$ cat src/design/lbp_pkg.sv
// Package with the shared types and constants of the LSB-first bit packer.
package lbp_pkg;

	localparam int BYTE_W    = 8;
	localparam int SRC_W     = 64;
	localparam int OFF_W     = 3;
	localparam int CNT_W     = 6;
	localparam int PEND_W    = 7;
	localparam int MAX_APPEND = 56;
	localparam int MAX_BYTES = 7;
	localparam int NB_W      = 3;
	localparam int BUF_W     = MAX_BYTES * BYTE_W;
	localparam int ACC_W     = PEND_W + MAX_APPEND;

	typedef enum logic [0:0] {
		OP_APPEND = 1'b0,
		OP_FLUSH  = 1'b1
	} op_t;

endpackage

$ cat src/design/lsb_first_bit_packer_unit.sv
// Top level of the LSB-first variable-length bit packer.
//
// The request channel (req_valid, req_stall) takes one beat per item: an
// append of bit_count bits (at most 56) of source_bits from start_offset
// upward, or a flush of the partial byte. The response channel (rsp_valid,
// rsp_stall) gives the packed bytes one beat each, first bit in bit 0, with
// last_of_run set on the last byte of an item. An item that completes no
// byte gives no beat. An accepted item is held in the input register, is then
// folded into the pending bits and loaded into the byte buffer, and its first
// byte then stands in the output register. The buffer drains one byte per
// cycle while the receiver does not stall, and an item yields zero to seven
// bytes. The next item loads into the buffer in the same cycle its last byte
// leaves.
// Reset clears the pending bits, the buffer and both valid flags. When the
// receiver stalls, the output register holds its beat, the buffer stops
// draining, and req_stall rises once the input register is full and the
// buffer still holds bytes.
module lsb_first_bit_packer_unit (
	input  logic                        clk,
	input  logic                        arst_n,
	input  logic                        req_valid,
	output logic                        req_stall,
	input  lbp_pkg::op_t                operation,
	input  logic [lbp_pkg::SRC_W-1:0]   source_bits,
	input  logic [lbp_pkg::OFF_W-1:0]   start_offset,
	input  logic [lbp_pkg::CNT_W-1:0]   bit_count,
	output logic                        rsp_valid,
	input  logic                        rsp_stall,
	output logic [lbp_pkg::BYTE_W-1:0]  out_byte,
	output logic                        last_of_run
);
	import lbp_pkg::*;

	logic              valid_s1;
	op_t               op_s1;
	logic [SRC_W-1:0]  src_s1;
	logic [OFF_W-1:0]  off_s1;
	logic [CNT_W-1:0]  cnt_s1;

	logic [PEND_W-1:0] pend_bits_q;
	logic [NB_W-1:0]   pend_cnt_q;
	logic [BUF_W-1:0]  buf_q;
	logic [NB_W-1:0]   rem_q;
	logic              rsp_valid_q;
	logic [BYTE_W-1:0] out_byte_q;
	logic              last_q;

	logic [CNT_W-1:0]  cnt_sat;
	logic [SRC_W-1:0]  shifted;
	logic [SRC_W-1:0]  mask;
	logic [MAX_APPEND-1:0] taken;
	logic [ACC_W-1:0]  acc;
	logic [CNT_W-1:0]  total;
	logic [NB_W-1:0]   nbytes;
	logic [NB_W-1:0]   pend_cnt_next;
	logic [PEND_W-1:0] pend_bits_next;
	logic [ACC_W-1:0]  acc_rest;
	logic              out_take;
	logic              load_ok;
	logic              load;

	always_comb begin
		cnt_sat  = (cnt_s1 > CNT_W'(MAX_APPEND)) ? CNT_W'(MAX_APPEND) : cnt_s1;
		shifted  = src_s1 >> off_s1;
		mask     = (SRC_W'(1) << cnt_sat) - SRC_W'(1);
		taken    = shifted[MAX_APPEND-1:0] & mask[MAX_APPEND-1:0];
		acc      = ACC_W'(pend_bits_q);
		nbytes   = '0;
		pend_cnt_next  = '0;
		pend_bits_next = '0;
		total    = '0;
		acc_rest = '0;
		unique case (op_s1)
			OP_FLUSH: begin
				nbytes = (pend_cnt_q != '0) ? NB_W'(1) : '0;
			end
			OP_APPEND: begin
				acc      = ACC_W'(pend_bits_q) | (ACC_W'(taken) << pend_cnt_q);
				total    = CNT_W'(pend_cnt_q) + cnt_sat;
				nbytes   = total[CNT_W-1:3];
				pend_cnt_next = total[2:0];
				acc_rest = acc >> {nbytes, 3'b000};
				pend_bits_next = acc_rest[PEND_W-1:0];
			end
			default: begin
				nbytes = '0;
			end
		endcase
	end

	assign out_take  = (rem_q != '0) && (!rsp_valid_q || !rsp_stall);
	assign load_ok   = (rem_q == '0) || ((rem_q == NB_W'(1)) && out_take);
	assign load      = valid_s1 && load_ok;
	assign req_stall = valid_s1 && !load_ok;

	always_ff @(posedge clk or negedge arst_n) begin
		if (!arst_n) begin
			valid_s1 <= 1'b0;
		end else if (!req_stall) begin
			valid_s1 <= req_valid;
		end
	end

	always_ff @(posedge clk) begin
		if (req_valid && !req_stall) begin
			op_s1  <= operation;
			src_s1 <= source_bits;
			off_s1 <= start_offset;
			cnt_s1 <= bit_count;
		end
	end

	always_ff @(posedge clk or negedge arst_n) begin
		if (!arst_n) begin
			pend_bits_q <= '0;
			pend_cnt_q  <= '0;
			rem_q       <= '0;
			buf_q       <= '0;
		end else begin
			if (load) begin
				pend_bits_q <= pend_bits_next;
				pend_cnt_q  <= pend_cnt_next;
				buf_q       <= acc[BUF_W-1:0];
				rem_q       <= nbytes;
			end else if (out_take) begin
				buf_q <= buf_q >> BYTE_W;
				rem_q <= rem_q - NB_W'(1);
			end
		end
	end

	always_ff @(posedge clk or negedge arst_n) begin
		if (!arst_n) begin
			rsp_valid_q <= 1'b0;
		end else if (out_take) begin
			rsp_valid_q <= 1'b1;
		end else if (!rsp_stall) begin
			rsp_valid_q <= 1'b0;
		end
	end

	always_ff @(posedge clk) begin
		if (out_take) begin
			out_byte_q <= buf_q[BYTE_W-1:0];
			last_q     <= (rem_q == NB_W'(1));
		end
	end

	assign rsp_valid   = rsp_valid_q;
	assign out_byte    = out_byte_q;
	assign last_of_run = last_q;

	// With a zero pending count, the pending bits are always zero.
	a_pend_clean: assert property (@(posedge clk) disable iff (!arst_n)
		(pend_cnt_q == '0) |-> (pend_bits_q == '0))
		else $error("pending bits set with zero pending count");

	// A byte that is not the last of its item always has more bytes behind it.
	a_more_follow: assert property (@(posedge clk) disable iff (!arst_n)
		(rsp_valid_q && !last_q) |-> (rem_q != '0))
		else $error("non-final byte with an empty buffer");

	// A flush that leaves the input register clears the pending bits.
	a_flush_clears: assert property (@(posedge clk) disable iff (!arst_n)
		(load && (op_s1 == OP_FLUSH)) |=> (pend_cnt_q == '0))
		else $error("flush left pending bits");

endmodule
$ cat config.mk
export PLATFORM = sky130hd
export DESIGN_NAME = lsb_first_bit_packer_unit
export DESIGN_NICKNAME = d
export VERILOG_FILES = /design/src/design/lbp_pkg.sv /design/src/design/lsb_first_bit_packer_unit.sv
export SDC_FILE = /design/constraint.sdc
export NUM_CORES = 1
export LEC_CHECK = 0
export CORE_ASPECT_RATIO = 1.2
export CORE_MARGIN = 4
export CORE_UTILIZATION = 55
export DETAILED_ROUTE_END_ITERATION = 16
export DONT_BUFFER_PORTS = 1
export PLACE_DENSITY = 0.76
export SYNTH_ARGS = -nofsm -noshare
export SYNTH_HDL_FRONTEND = slang
export SYNTH_SLANG_ARGS = --single-unit
$ cat constraint.sdc
create_clock -name clk -period 7.3 [get_ports clk]
set_input_delay 0.365 -clock clk [delete_from_list [all_inputs] [get_ports clk]]
set_output_delay 0.365 -clock clk [all_outputs]
set_load 0.005 [all_outputs]
-- After elaboration in Yosys (flattened, before gate mapping)
Index checks and enable logic that the tools add are counted.
Widths: inputs -> output; s select.
- bits in registers: 154
- bits of input ports: 78
- multiplexer cells: 12
- reductions and logical operators: 15
- equal/unequal tests: 2
- bitwise operators: 3
- order comparisons: 1
- $add $sub $neg: 3
- shifts and indexed selects: 4
- operators by type and width (kind ; count):
    $mux 56 ; 3
    $shr 64x3->56 ; 1
    $or 7x63->63 ; 1
    $shl 56x3->63 ; 1
    $shr 63x6->7 ; 1
    $and 56x56->56 ; 1
    $shl 1x6->56 const A ; 1
    $sub 56x2->56 const B ; 1
    $mux 3 ; 3
    $mux 7 ; 1
    $add 3x6->6 ; 1
    $gt 6x6->1 const B ; 1
    $mux 6 ; 1
    $pmux 3 s2 ; 1
    $reduce_bool 3->1 ; 2
    $logic_and 1x1->1 ; 5
    $logic_not 1->1 ; 4
    $eq 3x1->1 const B ; 1
    $logic_not 3->1 ; 1
    $mux 1 ; 3
    $sub 3x1->3 const B ; 1
    $logic_or 1x1->1 ; 2
    $ne 2x1->1 const B ; 1
    $reduce_bool 2->1 ; 1
    $not 1->1 ; 1

-- Logic depth before layout (Yosys ltp)
- depth in word-level cells: 9
- gate-level depth with buffers: 17
- mapped depth without buffers: 13

-- Worst setup path after synthesis
Ideal clock, no wire load.
- kind: flip-flop to flip-flop
- start: register pend_cnt_q[0]
- end: register pend_bits_q[5]
- setup slack: 3.677 ns
- data required time: 7.161 ns
- setup time: 0.139 ns
- period minus slack after synthesis: 3.623 ns
- arrival: 3.484 ns
- cell stages (with the launch flop): 16
- path through: dfrtp_1 buf_2 buf_1 clkbuf_1 clkbuf_1 and3_1 ha_1 nand4b_1 nand2_1 maj3_1 o22ai_1 nand2b_1 nor2_1 nand4_1 nand4_1 or4_1
- cells in the longest elaborated chain, start to end: 4
- elaborated cells on any way between the ends: 5
- those cells by class: add/sub: 1; shift: 2; mux: 1; bitwise: 1
- RTL lines (what ; line ; text):
    start, declared ; lsb_first_bit_packer_unit.sv:41 ; logic [NB_W-1:0] pend_cnt_q;
    start signal, assigned ; lsb_first_bit_packer_unit.sv:122 ; pend_cnt_q <= pend_cnt_next;
    parallel branches: the longest is 2 deep, another holds $add 3x6->6 ; n/a ;
    $shr 63x6->7 * ; lsb_first_bit_packer_unit.sv:82 ; acc_rest = acc >> {nbytes, 3'b000};
    $mux 7 * ; lsb_first_bit_packer_unit.sv:73 ; unique case (op_s1)
    end signal, assigned ; lsb_first_bit_packer_unit.sv:121 ; pend_bits_q <= pend_bits_next;
    end, declared ; lsb_first_bit_packer_unit.sv:40 ; logic [PEND_W-1:0] pend_bits_q;
Every way passes the cells marked *.
A chain may end at the register's enable or synchronous reset.

-- Final worst setup path
- start: register cnt_s1[5]
- end: register pend_bits_q[3]
- cells in the longest elaborated chain, start to end: 9
- elaborated cells on any way between the ends: 10
- those cells by class: add/sub: 2; order compare: 1; shift: 3; mux: 2; bitwise: 2
- RTL lines (what ; line ; text):
    start, declared ; lsb_first_bit_packer_unit.sv:38 ; logic [CNT_W-1:0] cnt_s1;
    start signal, assigned ; lsb_first_bit_packer_unit.sv:109 ; cnt_s1 <= bit_count;
    $gt 6x6->1 ; lsb_first_bit_packer_unit.sv:63 ; cnt_sat = (cnt_s1 > CNT_W'(MAX_APPEND)) ? CNT_W'(MAX_APPEND) : cnt_s1;
    $mux 6 * ; lsb_first_bit_packer_unit.sv:63 ;
    $shl 1x6->56 ; lsb_first_bit_packer_unit.sv:65 ; mask = (SRC_W'(1) << cnt_sat) - SRC_W'(1);
    $sub 56x2->56 ; lsb_first_bit_packer_unit.sv:65 ;
    $and 56x56->56 ; lsb_first_bit_packer_unit.sv:66 ; taken = shifted[MAX_APPEND-1:0] & mask[MAX_APPEND-1:0];
    $shl 56x3->63 ; lsb_first_bit_packer_unit.sv:78 ; acc = ACC_W'(pend_bits_q) | (ACC_W'(taken) << pend_cnt_q);
    $or 7x63->63 ; lsb_first_bit_packer_unit.sv:78 ;
    $shr 63x6->7 * ; lsb_first_bit_packer_unit.sv:82 ;
    $mux 7 * ; lsb_first_bit_packer_unit.sv:73 ;
Every way passes the cells marked *; elsewhere a longest branch is shown, timed or not.

==> out/results.ini <==
[sta]
tns_ps=0
worst_pin_slew_ps=1020
hold_violations=0
clock.fmax_mhz=194
rsz0062_at_grt=no
clock_skew_ps=13.0
finalSetupViolations=0
relSlewSlack_pct=30.7
finalMaxSlewViolations=0
fin_crit_ps=5140
fin_crit_sh_pct=70.5

[die]
dieArea_um2=25800
ios=89
core-area_um2=22700
start_util_pct=56.4
rows=60
fp.dieH_um=175
die_x_um=147

[worst_setup_path]
crit_type=reg -> reg
cp.arrival_ps=5460
end_kind=flip-flop
crit_fanout=24
cp.required_ps=7610
critPathLaunchType=flip-flop

[power_and_ir_drop]
power.leakage_nw=5.14
ir_drop_v=0.000248
cellPowerDensity_nw_per_um2=450
p_switching_w=0.00295
p_int_w=0.00308
power.share.clock_pct=14.2
p_sw_share_pct=48.9
p_seq_share_pct=24.1
combPwrFrac_pct=61.7

[routing]
drc=0
routedWlPerCell_um=24.8
drt-total-wl_mm=39.5
vias=11500
drt_first_iter_violations=1591
via_per_inst=7.19
first_pass_iters=7
antenna_left=0

[layout]
syn2layout_area_growth_pct=4.78
drive_above_1_share_pct=14.5
num-fill-cells=2037
final_cells=1597
nNetsFinal=1357
fin_util_pct=59.1
n_antenna_cell=0

[placement]
numPortBuffers=0
dp_hpwl_mm=28.7
place_inst=1563
place_congestion=0.985

[synth]
synth_fp_nets=1427
synth.top_cell.area_share_pct=19.3
ys_async_sr_fraction_pct=46.4
yosys-top-cells-area=edfxtp_1 (19%), dfrtp_1 (14%), mux2i_1 (12%), mux4_2 (5.3%), mux2_2 (4.7%)
synth_edf_count=82
synth.yosys.warnings=0
ys_ff_latch=153
ys_seq_area_share_pct=33.1
synth_area_per_cell_um2=9.52
synth_largest_area_cell=edfxtp_1
synth_ff_type=edfxtp_1
syn-cell-area_um2=12800
synthCells=1344
ys_types=95

[cts]
htreeDepth=4
cts_buffers=17
root_buffer=clkbuf_16
worstSkewPairLatency_ps=440
cts.path.max_buffers=2
cts_tree=yes
cts_hold_buf=2
post-cts-setup-buffers=0
post_cts_resized=0
clk_pin_slew_ps=70
cts_num_sinks=153

[grt]
grt_pass1_vias=10700
grt_max_degree=74
grt_pass1_wl_mm=61.7
overflow=0
antenna_found_initial=0
grt_use_total_pct=30.0

[run_status]
status=completed

[flow_run]
drv_cap=0

[worst_hold_path]
hold_class=in -> reg

==> worst max-delay path, cell delays in order (launching register included) <==
cell       delay, ps
edfxtp_1         900
nor2_1           290
nand3_1          180
ha_1             730
o221ai_4         440
o311a_1          480
a211oi_1         660
a221oi_1         210
a2111oi_0        870
a211o_1          190
a31oi_1           70
==> layer usage <==
| metal | GRT usage (%) | share of wire, % | vias to the layer above |
|---|---|---|---|
| li1 | - | - | 5106 |
| met1 | 40.5 | 41 | 5562 |
| met2 | 47.5 | 46 | 686 |
| met3 | 3.53 | 7.1 | 128 |
| met4 | 15.6 | 5.3 | 0 |
| met5 | 0 | 0 | - |
==> final timing paths <==
check	endpoint	cells after the start	start	slack, ps
max	pend_bits_q[3]	10	cnt_s1[5]	2160
min	src_s1[45]	0	source_bits[45]	10
max reg2reg	pend_bits_q[3]	10	cnt_s1[5]	2160
min reg2reg	out_byte[5]	0	buf_q[5]	450
max in group asynchronous	pend_cnt_q[0]	2	arst_n	6490
min in group asynchronous	rsp_valid	2	arst_n	480
==> sequential cells by signal, indices dropped and copies added, names as in the netlist, 3 cells and up <==
name         cells
out_byte         8
cnt_s1           6
pend_cnt_q       3
off_s1           3
src_s1          63
pend_bits_q      7
buf_q           56
rem_q            3
==> cell families (layout without fill, tap and decap cells) <==
logic type / after synthesis / count (layout) / synth area share [%]
compound gates: 403 / 403 / 22.3
xor+xnor: 17 / 17 / 1.22
fa+ha+maj: 6 / 6 / 0.567
buf+inv: 144 / 87 / 5.56
flops: 153 / 153 / 33.1
mux: 240 / 240 / 22.2
simple gates: 381 / 381 / 15.0
==> placed cells by master, fill, tap and decap left out, drive strengths merged, types with 8 or more instances in the layout <==
cell	synthesis	routed
buf	69	36
nand3	34	34
nor3	31	31
mux4	30	30
nor2b	15	15
inv	17	25
mux2i	157	157
a31oi	31	31
edfxtp	82	82
nand4	8	8
o21ai	61	61
nor2	99	99
a21oi	52	52
nand2	96	96
o211ai	14	14
a21o	9	9
a22o	22	22
clkbuf	57	19
and2	14	14
a22oi	32	32
dfrtp	71	71
o22ai	61	61
a211oi	14	14
and3	8	8
o221ai	9	9
nor4	19	19
xnor2	11	11
mux2	53	53
nand2b	15	15
==> power groups by stage <==
stage               Sequential (W)  Combinational (W)  Clock, W
finish                     0.00146            0.00372  0.000857
global route               0.00149            0.00397  0.000901
CTS                        0.00145            0.00361  0.000862
detailed placement         0.00147            0.00358         0
global placement           0.00146            0.00353         0
floorplan                  0.00139            0.00275         0
==> cells in the mapped netlist (6+ instances only) <==
library cell,instances
nor4_1,18
a21o_1,9
nand2_1,96
a221oi_1,6
nor2_1,99
buf_2,34
o21a_1,7
o221ai_1,8
nand3_1,34
and3_1,8
nor2b_1,15
buf_6,9
a22o_1,22
a22oi_1,31
a311oi_1,6
a2bb2oi_1,7
o22a_1,6
dfrtp_1,71
o21ai_0,58
edfxtp_1,82
inv_1,16
clkbuf_1,57
a21oi_1,52
a2111oi_0,6
nor3_1,29
nand2b_1,15
buf_1,12
and2_1,13
mux2i_1,157
a211oi_1,13
a31oi_1,31
nand4_1,8
o22ai_1,60
a211o_1,6
xnor2_1,11
mux4_2,30
o211ai_1,14
buf_4,13
mux2_2,53
==> layout make-up <==
type | count | area, um^2 | share of cell area [%]
multi-input cells | 1047 | 7860 | 58.6
inverters | 18 | 67.6 | 0.504
flip-flops and latches | 153 | 4240 | 31.6
well taps | 310 | 388 | 2.89
clock buffers | 19 | 443 | 3.30
clock inverters | 13 | 109 | 0.812
repair buffers | 37 | 300 | 2.24
==> metrics by stage <==
step / setup WS, ps / instance area [um^2] / power [W] / hold WS [ps]
global route: 1970 / 13400 / 0.00636 / 6.74
finish: 2160 / 13400 / 0.00603 / 12.1
floorplan: 3680 / 12800 / 0.00414 / 69.4
detailed placement: 2500 / 12800 / 0.00505 / 71.3
global placement: 2490 / 12800 / 0.00499 / 72.7
CTS: 2460 / 13400 / 0.00592 / 12.1
Power figures use the tool's default switching activity.
